===== src/design/pcd_pkg.sv =====
// ----------------------------------------------------------------------------
// POCSAG codeword decoder package
// Shared types, constants and helper functions for the decoder block.
// ----------------------------------------------------------------------------
package pcd_pkg;

   // Text store sizing: one entry is kept free, so the store holds one less.
   localparam int TEXT_CAPACITY = 64;
   localparam int LEN_W         = $clog2(TEXT_CAPACITY);
   localparam int STORE_DEPTH   = TEXT_CAPACITY - 1;

   // Codeword checking constants.
   localparam logic [31:0] IDLE_WORD = 32'h7A89C197;
   localparam logic [10:0] BCH_GEN   = 11'h769;
   localparam int          SYN_W     = 11;

   // Request commands.
   localparam logic CMD_DECODE = 1'b0;
   localparam logic CMD_FLUSH  = 1'b1;

   // Configuration register indexes.
   localparam logic CSR_TARGET_RIC   = 1'b0;
   localparam logic CSR_NUMERIC_MODE = 1'b1;

   // Characters that need special handling.
   localparam logic [6:0] CH_SPACE = 7'h20;
   localparam logic [6:0] CH_CR    = 7'h0D;
   localparam logic [6:0] CH_LF    = 7'h0A;

   typedef struct packed {
      logic              cmd;
      logic [31:0]       codeword;
      logic [3:0]        slot_index;
      logic signed [7:0] rx_level;
   } req_type;

   typedef struct packed {
      logic [20:0]       ric;
      logic [1:0]        call_function;
      logic signed [7:0] message_rssi;
      logic [15:0]       corrected_count;
      logic [15:0]       uncorrectable_count;
      logic              truncated;
      logic [6:0]        char_code;
      logic              last_char;
   } rsp_type;

   // Commands from the controller to the datapath.
   typedef struct packed {
      logic load;
      logic fix_step;
      logic count_bad;
      logic classify;
      logic bit_step;
      logic trim_dec;
      logic rd_tail;
      logic emit_load;
      logic finish;
   } pcd_cmd_type;

   // Status from the datapath to the controller.
   typedef struct packed {
      logic in_flush;
      logic syn_zero;
      logic fix_found;
      logic fix_last;
      logic is_idle_word;
      logic is_address;
      logic msg_active;
      logic bit_last;
      logic text_empty;
      logic tail_blank;
      logic emit_last;
      logic out_free;
   } pcd_sts_type;

   // Syndrome column of a single bit: even parity in the top bit and the
   // BCH remainder of the word above the parity bit in the low ten bits.
   function automatic logic [SYN_W-1:0] syn_col(input int k);
      logic [30:0]      v;
      logic [SYN_W-1:0] r;
      v = '0;
      r = {1'b1, 10'b0};
      if (k > 0) begin
         v = 31'(1) << (k - 1);
         for (int b = 30; b >= 10; b--) begin
            if (v[b]) begin
               v = v ^ (31'(BCH_GEN) << (b - 10));
            end
         end
         r = {1'b1, v[9:0]};
      end
      return r;
   endfunction

   // Numeric pager symbol set.
   function automatic logic [6:0] num_char(input logic [3:0] sym);
      logic [6:0] c;
      unique case (sym)
         4'hA:    c = 7'h2A;
         4'hB:    c = 7'h55;
         4'hC:    c = 7'h20;
         4'hD:    c = 7'h2D;
         4'hE:    c = 7'h29;
         4'hF:    c = 7'h28;
         default: c = 7'h30 + 7'(sym);
      endcase
      return c;
   endfunction

endpackage


===== src/design/pcd_datapath.sv =====
// ----------------------------------------------------------------------------
// POCSAG decoder datapath
// Holds the codeword, the error search, the message header, the character
// assembler, the text memory and the result register.
// ----------------------------------------------------------------------------
module pcd_datapath
   import pcd_pkg::*;
(
   input  logic        clock,
   input  logic        reset,
   input  logic        csr_we,
   input  logic        csr_index,
   input  logic [20:0] csr_wdata,
   input  req_type     req_data,
   input  logic        rsp_stall,
   output logic        rsp_valid,
   output rsp_type     rsp_data,
   input  pcd_cmd_type cmd,
   output pcd_sts_type sts
);

   logic [20:0]        target_ff;
   logic               numeric_ff;
   logic [31:0]        word_ff;
   logic [3:0]         slot_ff;
   logic signed [7:0]  rssi_ff;
   logic [SYN_W-1:0]   syn_ff;
   logic [4:0]         iter_ff;
   logic               corrected_ff;
   logic               pending_ff;
   logic               active_ff;
   logic [20:0]        ric_ff;
   logic [1:0]         func_ff;
   logic signed [7:0]  mrssi_ff;
   logic [15:0]        fixed_ff;
   logic [15:0]        bad_ff;
   logic               trunc_ff;
   logic [19:0]        bits_ff;
   logic [4:0]         bitcnt_ff;
   logic [6:0]         accum_ff;
   logic [2:0]         ccnt_ff;
   logic [LEN_W-1:0]   len_ff;
   logic [LEN_W-1:0]   k_ff;
   logic [6:0]         store_ff [STORE_DEPTH];
   logic [6:0]         rd_data_ff;
   logic               rsp_valid_ff;
   rsp_type            rsp_ff;

   logic [SYN_W-1:0]   col [32];
   logic [SYN_W-1:0]   syn_in;
   logic [SYN_W-1:0]   fix_target;
   logic [31:0]        fix_match;
   logic [31:0]        fix_flip;
   logic [20:0]        word_ric;
   logic               ric_match;
   logic [6:0]         acc_new;
   logic [2:0]         cnt_new;
   logic               char_done;
   logic [6:0]         char_val;
   logic               char_keep;
   logic               store_full;
   logic               store_we;
   logic [LEN_W-1:0]   rd_addr;
   logic               out_free;

   // Syndrome columns and the syndrome of the incoming codeword.
   always_comb begin
      syn_in = '0;
      for (int k = 0; k < 32; k++) begin
         col[k] = syn_col(k);
         if (req_data.codeword[k]) begin
            syn_in = syn_in ^ syn_col(k);
         end
      end
   end

   // One trial bit per cycle; the second bit is found by matching columns.
   always_comb begin
      fix_target = syn_ff ^ col[iter_ff];
      for (int j = 0; j < 32; j++) begin
         fix_match[j] = (col[j] == fix_target);
      end
      fix_flip = (32'(1) << iter_ff) | fix_match;
   end

   assign word_ric  = {word_ff[30:13], slot_ff[3:1]};
   assign ric_match = (target_ff == '0) || (word_ric == target_ff);

   // Character assembler for the next data bit.
   always_comb begin
      acc_new    = accum_ff | (7'(bits_ff[19]) << ccnt_ff);
      cnt_new    = ccnt_ff + 3'd1;
      char_done  = cnt_new >= (numeric_ff ? 3'd4 : 3'd7);
      char_val   = numeric_ff ? num_char(acc_new[3:0]) : acc_new;
      char_keep  = (char_val >= CH_SPACE) || (char_val == CH_LF) || (char_val == CH_CR);
      store_full = (len_ff == LEN_W'(TEXT_CAPACITY - 1));
      store_we   = cmd.bit_step && char_done && char_keep && !store_full;
   end

   assign rd_addr  = cmd.rd_tail ? (len_ff - LEN_W'(1)) : k_ff;
   assign out_free = !rsp_valid_ff || !rsp_stall;

   // Configuration registers.
   always_ff @(posedge clock) begin
      if (reset) begin
         target_ff  <= '0;
         numeric_ff <= 1'b0;
      end else if (csr_we) begin
         unique case (csr_index)
            CSR_TARGET_RIC:   target_ff  <= csr_wdata;
            CSR_NUMERIC_MODE: numeric_ff <= csr_wdata[0];
            default:          target_ff  <= target_ff;
         endcase
      end
   end

   // Codeword capture and error search.
   always_ff @(posedge clock) begin
      if (reset) begin
         pending_ff   <= 1'b0;
         corrected_ff <= 1'b0;
         iter_ff      <= '0;
      end else if (cmd.load) begin
         word_ff      <= req_data.codeword;
         slot_ff      <= req_data.slot_index;
         rssi_ff      <= req_data.rx_level;
         syn_ff       <= syn_in;
         iter_ff      <= '0;
         corrected_ff <= 1'b0;
         pending_ff   <= 1'b0;
      end else if (cmd.fix_step) begin
         iter_ff <= iter_ff + 5'd1;
         if (sts.fix_found) begin
            word_ff      <= word_ff ^ fix_flip;
            corrected_ff <= 1'b1;
         end
      end else if (cmd.classify) begin
         pending_ff <= (word_ff != IDLE_WORD) && !word_ff[31] && ric_match;
         bits_ff    <= word_ff[30:11];
      end else if (cmd.bit_step) begin
         bits_ff <= {bits_ff[18:0], 1'b0};
      end
   end

   // Message header, counters and character state.
   always_ff @(posedge clock) begin
      if (reset) begin
         active_ff <= 1'b0;
         ric_ff    <= '0;
         func_ff   <= '0;
         mrssi_ff  <= '0;
         fixed_ff  <= '0;
         bad_ff    <= '0;
         trunc_ff  <= 1'b0;
         len_ff    <= '0;
         k_ff      <= '0;
         accum_ff  <= '0;
         ccnt_ff   <= '0;
         bitcnt_ff <= '0;
      end else begin
         if (cmd.count_bad && active_ff && bad_ff != 16'hFFFF) begin
            bad_ff <= bad_ff + 16'd1;
         end
         if (cmd.classify) begin
            bitcnt_ff <= '0;
            if (active_ff && corrected_ff && fixed_ff != 16'hFFFF) begin
               fixed_ff <= fixed_ff + 16'd1;
            end
         end
         if (cmd.bit_step) begin
            bitcnt_ff <= bitcnt_ff + 5'd1;
            if (char_done) begin
               accum_ff <= '0;
               ccnt_ff  <= '0;
               if (char_keep && store_full) begin
                  trunc_ff <= 1'b1;
               end
               if (store_we) begin
                  len_ff <= len_ff + LEN_W'(1);
               end
            end else begin
               accum_ff <= acc_new;
               ccnt_ff  <= cnt_new;
            end
         end
         if (cmd.trim_dec) begin
            len_ff <= len_ff - LEN_W'(1);
         end
         if (cmd.emit_load) begin
            k_ff <= k_ff + LEN_W'(1);
         end
         if (cmd.finish) begin
            active_ff <= 1'b0;
            len_ff    <= '0;
            k_ff      <= '0;
            accum_ff  <= '0;
            ccnt_ff   <= '0;
            if (pending_ff) begin
               active_ff <= 1'b1;
               ric_ff    <= word_ric;
               func_ff   <= word_ff[12:11];
               mrssi_ff  <= rssi_ff;
               fixed_ff  <= {15'd0, corrected_ff};
               bad_ff    <= '0;
               trunc_ff  <= 1'b0;
            end
         end
      end
   end

   // Text memory with a registered read port.
   always_ff @(posedge clock) begin
      if (store_we) begin
         store_ff[len_ff] <= char_val;
      end
      rd_data_ff <= store_ff[rd_addr];
   end

   // Result register.
   always_ff @(posedge clock) begin
      if (reset) begin
         rsp_valid_ff <= 1'b0;
      end else if (cmd.emit_load) begin
         rsp_valid_ff <= 1'b1;
      end else if (!rsp_stall) begin
         rsp_valid_ff <= 1'b0;
      end
   end

   always_ff @(posedge clock) begin
      if (cmd.emit_load) begin
         rsp_ff.ric                 <= ric_ff;
         rsp_ff.call_function       <= func_ff;
         rsp_ff.message_rssi        <= mrssi_ff;
         rsp_ff.corrected_count     <= fixed_ff;
         rsp_ff.uncorrectable_count <= bad_ff;
         rsp_ff.truncated           <= trunc_ff;
         rsp_ff.char_code           <= rd_data_ff;
         rsp_ff.last_char           <= sts.emit_last;
      end
   end

   assign rsp_valid = rsp_valid_ff;
   assign rsp_data  = rsp_ff;

   // Status toward the controller.
   always_comb begin
      sts.in_flush     = (req_data.cmd == CMD_FLUSH);
      sts.syn_zero     = (syn_ff == '0);
      sts.fix_found    = (fix_target == '0) || (fix_match != '0);
      sts.fix_last     = (iter_ff == 5'd31);
      sts.is_idle_word = (word_ff == IDLE_WORD);
      sts.is_address   = !word_ff[31];
      sts.msg_active   = active_ff;
      sts.bit_last     = (bitcnt_ff == 5'd19);
      sts.text_empty   = (len_ff == '0);
      sts.tail_blank   = (rd_data_ff == CH_SPACE) || (rd_data_ff == CH_CR) ||
                         (rd_data_ff == CH_LF);
      sts.emit_last    = (k_ff == len_ff - LEN_W'(1));
      sts.out_free     = out_free;
   end

endmodule


===== src/design/pcd_controller.sv =====
// ----------------------------------------------------------------------------
// POCSAG decoder controller
// Sequences capture, error search, classification, bit assembly, trimming
// and character output.
// ----------------------------------------------------------------------------
module pcd_controller
   import pcd_pkg::*;
(
   input  logic        clock,
   input  logic        reset,
   input  logic        req_valid,
   output logic        req_stall,
   output pcd_cmd_type cmd,
   input  pcd_sts_type sts
);

   typedef enum logic [9:0] {
      ST_IDLE      = 10'b0000000001,
      ST_FIX       = 10'b0000000010,
      ST_CLASS     = 10'b0000000100,
      ST_BITS      = 10'b0000001000,
      ST_END       = 10'b0000010000,
      ST_TRIM_RD   = 10'b0000100000,
      ST_TRIM_CHK  = 10'b0001000000,
      ST_EMIT_RD   = 10'b0010000000,
      ST_EMIT_LOAD = 10'b0100000000,
      ST_FINISH    = 10'b1000000000
   } state_type;

   state_type state_ff;
   state_type state_in;

   assign req_stall = (state_ff != ST_IDLE);

   // Next state and datapath commands.
   always_comb begin
      state_in = state_ff;
      cmd      = '0;
      unique case (state_ff)
         ST_IDLE: begin
            if (req_valid) begin
               cmd.load = 1'b1;
               state_in = sts.in_flush ? ST_END : ST_FIX;
            end
         end
         ST_FIX: begin
            if (sts.syn_zero) begin
               state_in = ST_CLASS;
            end else if (sts.fix_found) begin
               cmd.fix_step = 1'b1;
               state_in     = ST_CLASS;
            end else if (sts.fix_last) begin
               cmd.count_bad = 1'b1;
               state_in      = ST_IDLE;
            end else begin
               cmd.fix_step = 1'b1;
            end
         end
         ST_CLASS: begin
            cmd.classify = 1'b1;
            if (sts.is_idle_word || sts.is_address) begin
               state_in = ST_END;
            end else if (sts.msg_active) begin
               state_in = ST_BITS;
            end else begin
               state_in = ST_IDLE;
            end
         end
         ST_BITS: begin
            cmd.bit_step = 1'b1;
            if (sts.bit_last) begin
               state_in = ST_IDLE;
            end
         end
         ST_END: begin
            state_in = sts.msg_active ? ST_TRIM_RD : ST_FINISH;
         end
         ST_TRIM_RD: begin
            cmd.rd_tail = 1'b1;
            state_in    = sts.text_empty ? ST_FINISH : ST_TRIM_CHK;
         end
         ST_TRIM_CHK: begin
            if (sts.tail_blank) begin
               cmd.trim_dec = 1'b1;
               state_in     = ST_TRIM_RD;
            end else begin
               state_in = ST_EMIT_RD;
            end
         end
         ST_EMIT_RD: begin
            state_in = ST_EMIT_LOAD;
         end
         ST_EMIT_LOAD: begin
            if (sts.out_free) begin
               cmd.emit_load = 1'b1;
               state_in      = sts.emit_last ? ST_FINISH : ST_EMIT_RD;
            end
         end
         ST_FINISH: begin
            cmd.finish = 1'b1;
            state_in   = ST_IDLE;
         end
         default: begin
            state_in = ST_IDLE;
         end
      endcase
   end

   // State register.
   always_ff @(posedge clock) begin
      if (reset) begin
         state_ff <= ST_IDLE;
      end else begin
         state_ff <= state_in;
      end
   end

endmodule


===== src/design/pocsag_codeword_decoder_top.sv =====
// ----------------------------------------------------------------------------
// POCSAG codeword decoder top level
// Corrects pager codewords, assembles messages and emits them per character.
// ----------------------------------------------------------------------------
// Usage:
// A request carries one 32-bit codeword with its batch slot and signal
// strength, or a flush command. The block takes a request when req_valid is
// high and req_stall is low; it works on one request at a time.
// A codeword takes the accepting cycle and the error search, one trial bit per
// cycle; a correctable word then passes a classification step and, for a
// word of an open message, character assembly of its 20 data bits.
// A message that ends passes an end step, a tail read and check per trailing
// blank removed and for the final tail check, a read and a load per character
// sent and a closing step; the store holds up to 63 characters.
// Characters leave through an output register on rsp_valid/rsp_stall, one per
// handshake; a stalled receiver holds the block in its output phase.
// Configuration writes on csr_we, csr_index and csr_wdata are taken at any
// time and are meant to be made while the block is idle.
// Reset clears the open message, counters, configuration and the output.
// ----------------------------------------------------------------------------
module pocsag_codeword_decoder_top
   import pcd_pkg::*;
(
   input  logic        clock,
   input  logic        reset,
   input  logic        csr_we,
   input  logic        csr_index,
   input  logic [20:0] csr_wdata,
   input  logic        req_valid,
   output logic        req_stall,
   input  req_type     req_data,
   output logic        rsp_valid,
   input  logic        rsp_stall,
   output rsp_type     rsp_data
);

   pcd_cmd_type ctl_cmd;
   pcd_sts_type dp_sts;

   // Sequencer.
   pcd_controller u_controller (
      .clock     (clock),
      .reset     (reset),
      .req_valid (req_valid),
      .req_stall (req_stall),
      .cmd       (ctl_cmd),
      .sts       (dp_sts)
   );

   // Datapath with text memory and output register.
   pcd_datapath u_datapath (
      .clock     (clock),
      .reset     (reset),
      .csr_we    (csr_we),
      .csr_index (csr_index),
      .csr_wdata (csr_wdata),
      .req_data  (req_data),
      .rsp_stall (rsp_stall),
      .rsp_valid (rsp_valid),
      .rsp_data  (rsp_data),
      .cmd       (ctl_cmd),
      .sts       (dp_sts)
   );

endmodule

===== config.mk =====
export PLATFORM = sky130hd
export DESIGN_NAME = pocsag_codeword_decoder_top
export DESIGN_NICKNAME = d
export VERILOG_FILES = /design/src/design/pcd_pkg.sv /design/src/design/pcd_datapath.sv /design/src/design/pcd_controller.sv /design/src/design/pocsag_codeword_decoder_top.sv
export SDC_FILE = /design/constraint.sdc
export NUM_CORES = 1
export LEC_CHECK = 0
export BUFFER_PORTS_ARGS = -buffer_cell sky130_fd_sc_hd__buf_2
export CAP_MARGIN = 40
export CORE_MARGIN = 2
export CORE_UTILIZATION = 48
export CTS_CLUSTER_DIAMETER = 150
export DETAILED_ROUTE_END_ITERATION = 6
export PLACE_DENSITY = 0.64
export RECOVER_POWER = 50
export SYNTH_ARGS = -nofsm -noshare
export SYNTH_HDL_FRONTEND = slang
export SYNTH_SLANG_ARGS = --single-unit

===== constraint.sdc =====
create_clock -name clock -period 8.2 [get_ports clock]
set_input_delay 2.05 -clock clock [delete_from_list [all_inputs] [get_ports clock]]
set_output_delay 2.05 -clock clock [all_outputs]
set_load 0.01 [all_outputs]

==> summary.txt <==
Routing
  – DR pass1 iterations: 7
  – Drt first-iter violations: 1,780
  – DR WL met2: 37.1 mm
  – DRC: 0
  – DR vias/cell: 5.76
  – Metal-1 WL: 35.1 mm
  – Via count: 21.3k
  – Drt wl/cell: 21.5 microns
  – Met3 WL: 5.08 mm
  – Uppermost layer routed: met5
  – Final ANT Viol Nets: 0
  – Final WL: 79.6 mm

Placement
  – Post-DP HPWL: 52.5 mm
  – Port bufs: 144
  – Place WS: 3.38 ns
  – GP Congestion: 0.939

Clock tree
  – PostCTS Resize Cnt: 0
  – H-Tree Depth: 3
  – Clk root buf: clkbuf_16
  – Post-CTS Hold Buffers: 0
  – Number of CTS-inserted buffers: 74
  – Setup Buffers After CTS: 0
  – # clock sinks: 726
  – Skew-Pair Late Insertion Delay: 0.63 ns
  – Clock transition at path regs: 0.06 ns
  – CTS tree: done
  – Clk buf depth: 3

Synthesis
  – Synth Warn #: 0
  – Syn Area/Cell: 12.2 sq um
  – Post-synthesis register bit count: 726
  – Synth async-reset ratio: 0
  – Sequential area share after synthesis: 0.630
  – Synth Area in Simple Gates: 0.126
  – Synth Area in Adders: 0.00695
  – EDFF count, synth: 587
  – Post-Syn Area: 32,400 sq um
  – Post-synthesis xor/xnor area fraction: 0.0557
  – Post-synthesis mux area share: 0.0396
  – Main combinational cell family by area after synthesis: simple AND/OR/NAND/NOR gates
  – Synthesized Nets: 2,740
  – Main synth FF type: edfxtp_1
  – Compound-Gate Fraction of Synth Area: 0.121
  – Synth Instances: 2,650
  – Synth cell types: 97

GRT
  – Vias in the first global route: 21.0k
  – Global-route wire length before repair: 122 mm
  – Initial antenna violation count: 1
  – All-layer global routing usage: 0.227
  – Largest net degree at the start of global routing: 170
  – Global route overflow: 0

STA
  – Highest Clock Rate: 199 MHz
  – Final Setup Violations: 0
  – Final hold vios: 0
  – Slew HR: -1.11
  – Tmin final: 5.02 ns
  – RSZ-0062 raised after global routing: false
  – Post-Route Setup TNS: 0 ns
  – Tcrit/Tclk final: 0.612
  – Final Max Slew Viols: 564
  – Final worst slack: 3.18 ns
  – Skew final: 0.0286 ns
  – Worst-Margin Slew: 3.16 ns

Status
  – Status: complete, but fails checks
  – Failing checks: capacitance limit, slew limit

Worst setup path
  – CP startpoint: u_datapath.iter_ff[0]
  – Startpoint Class: flip-flop
  – Setup slack, reg-to-reg: 3.18 ns
  – Worst reg2reg startpoint: u_datapath.iter_ff[0]
  – Worst path arrival time: 5.27 ns
  – Crit Path Max Fanout: 32
  – Crit path required time: 8.46 ns
  – Setup crit end kind: flip-flop
  – Class of the most critical setup path: reg2reg

Layout
  – Layout cells sized above 1: 0.123
  – Number of fill cells: 5,679
  – Ant. Diodes: 0
  – Layout area overhead: 12.7%
  – Final-stage net count: 2,856

Hold path
  – Hold_sp: u_datapath.rd_data_ff[4]
  – Min-delay worst type: reg2reg

Power and ir drop
  – PwrDens: 219 nW/um^2
  – VDD IR-drop max: 0.000165 V
  – P_leak: 12.7 nW

Floorplan
  – # rows: 95
  – Die H: 264 microns
  – IO Count: 146
  – Effective utilization at floorplan: 0.484
  – Core Region: 67,000 sq um
  – Chip Width: 264 microns
  – Die area: 69,600 sq um

Flow run
  – Max-Cap Viols: 10
[flip-flops by register name, indices dropped and copies added, names as in the netlist, 8 cells and up]
| register | count |
|---|---|
| u_datapath.bits_ff | 20 |
| u_datapath.syn_ff | 11 |
| u_datapath.bad_ff | 16 |
| u_datapath.ric_ff | 21 |
| u_controller.state_ff | 10 |
| u_datapath.rssi_ff | 8 |
| u_datapath.store_ff | 441 |
| u_datapath.word_ff | 32 |
| u_datapath.fixed_ff | 16 |
| u_datapath.rsp_data | 72 |
| u_datapath.target_ff | 21 |
| u_datapath.mrssi_ff | 8 |
[metrics by stage]
step	instance area, sq um	power, W	utilization	hold slack, ns	std cells
floorplan	32400	0.00444	-	0.402	2650
global placement	34100	0.00461	0.508	0.411	3559
detailed placement	34100	0.00462	0.509	0.408	3563
CTS	36600	0.00805	0.547	0.422	3700
global route	36500	0.00823	0.545	0.434	3700
finish	36500	0.00799	0.545	0.422	3700
[synth_stat cells, types with 6 or more instances]
master / instances / area, sq um
edfxtp_1: 587 / 17600
nand2_1: 272 / 1020
nor2b_1: 130 / 813
a31o_2: 9 / 78.8
nor3_1: 30 / 150
xnor2_2: 6 / 97.6
nor4_1: 25 / 156
nor2_1: 199 / 747
and3_1: 19 / 119
a211oi_1: 216 / 1620
and2_1: 11 / 68.8
a31oi_1: 16 / 100
buf_1: 15 / 56.3
ha_1: 18 / 225
a22oi_1: 10 / 75.1
nor3b_1: 10 / 75.1
nand4_1: 30 / 188
nand3_1: 37 / 185
inv_1: 17 / 63.8
o211ai_1: 6 / 45.0
dfxtp_1: 139 / 2780
clkbuf_1: 99 / 372
mux2i_1: 122 / 1220
xor2_1: 64 / 561
o21ai_1: 6 / 30.0
o21ai_0: 54 / 270
a21oi_1: 216 / 1080
nand2b_1: 11 / 68.8
a32oi_1: 9 / 78.8
buf_2: 23 / 115
or3_1: 12 / 75.1
xnor2_1: 119 / 1040
[routing by layer]
metal / track usage / vias up
li1: - / 10100
met1: 0.311 / 10500
met2: 0.359 / 598
met3: 0.0449 / 139
met4: 0.0811 / 2
met5: 0 / -
[cell usage in the layout (no fill, tap or decap), types with 11 or more instances in the layout]
master	synthesis	routed
buf_4	4	24
xor2_1	64	64
a211oi_1	216	216
mux2i_1	122	122
nor3_1	30	30
clkbuf_16	0	76
nor2b_1	130	129
inv_1	17	17
a21oi_1	216	211
edfxtp_1	587	587
nand2b_1	11	11
a31oi_1	16	15
nor4_1	25	25
o21ai_0	54	53
nand3_1	37	37
or3_1	12	12
clkbuf_1	99	45
ha_1	18	18
and3_1	19	19
buf_2	23	132
xnor2_1	119	118
nand2_1	272	272
nor2_1	199	196
nand4_1	30	30
dfxtp_1	139	139
[where the power goes]
part | leakage, nW | switching [W] | internal (W)
Sequential | 6.60 | 0.0000566 | 0.00401
Combinational | 4.93 | 0.000307 | 0.000175
Clock | 1.21 | 0.00140 | 0.00205
[worst max-delay path, cell delays in order, from the launching register on]
cell,delay (ns)
dfxtp_1,0.70
ha_1,0.40
ha_1,0.31
nor2_1,0.06
a311o_1,0.32
o21ai_1,0.16
xor2_1,0.46
nand2_1,0.31
nor4_1,0.71
nor2_1,0.18
nand4_4,0.25
or2_2,0.19
a21oi_1,0.07
nor2_2,0.08
buf_4,0.42
[kinds of logic after synthesis]
| kind of cell | Yosys count |
|---|---|
| multiplexers | 127 |
| adder cells (fa/ha/maj) | 18 |
| buffers and inverters | 164 |
| flip-flops | 726 |
| AO/OA/AOI/OAI | 593 |
| AND/OR/NAND/NOR | 828 |
| XOR/XNOR | 194 |
[area by class of cell]
| type | instances | area, sq um | share of cell area |
|---|---|---|---|
| Inverter | 20 | 75.1 | 0.00205 |
| Clock buffer | 105 | 2090 | 0.0572 |
| Multi-Input combinational cell | 1760 | 11400 | 0.313 |
| Sequential cell | 726 | 20400 | 0.559 |
| Timing Repair Buffer | 184 | 1010 | 0.0277 |
| Clock inverter | 32 | 412 | 0.0113 |
| Tap cell | 873 | 1090 | 0.0299 |
[worst paths after layout]
kind / endpoint / depth (start not counted)
setup / recovery: u_datapath.word_ff[19] / 14
hold / removal: u_datapath.rsp_data[5] / 0
setup reg to reg: u_datapath.word_ff[19] / 14
hold reg to reg: u_datapath.rsp_data[5] / 0
Power figures use the tool's default switching activity.
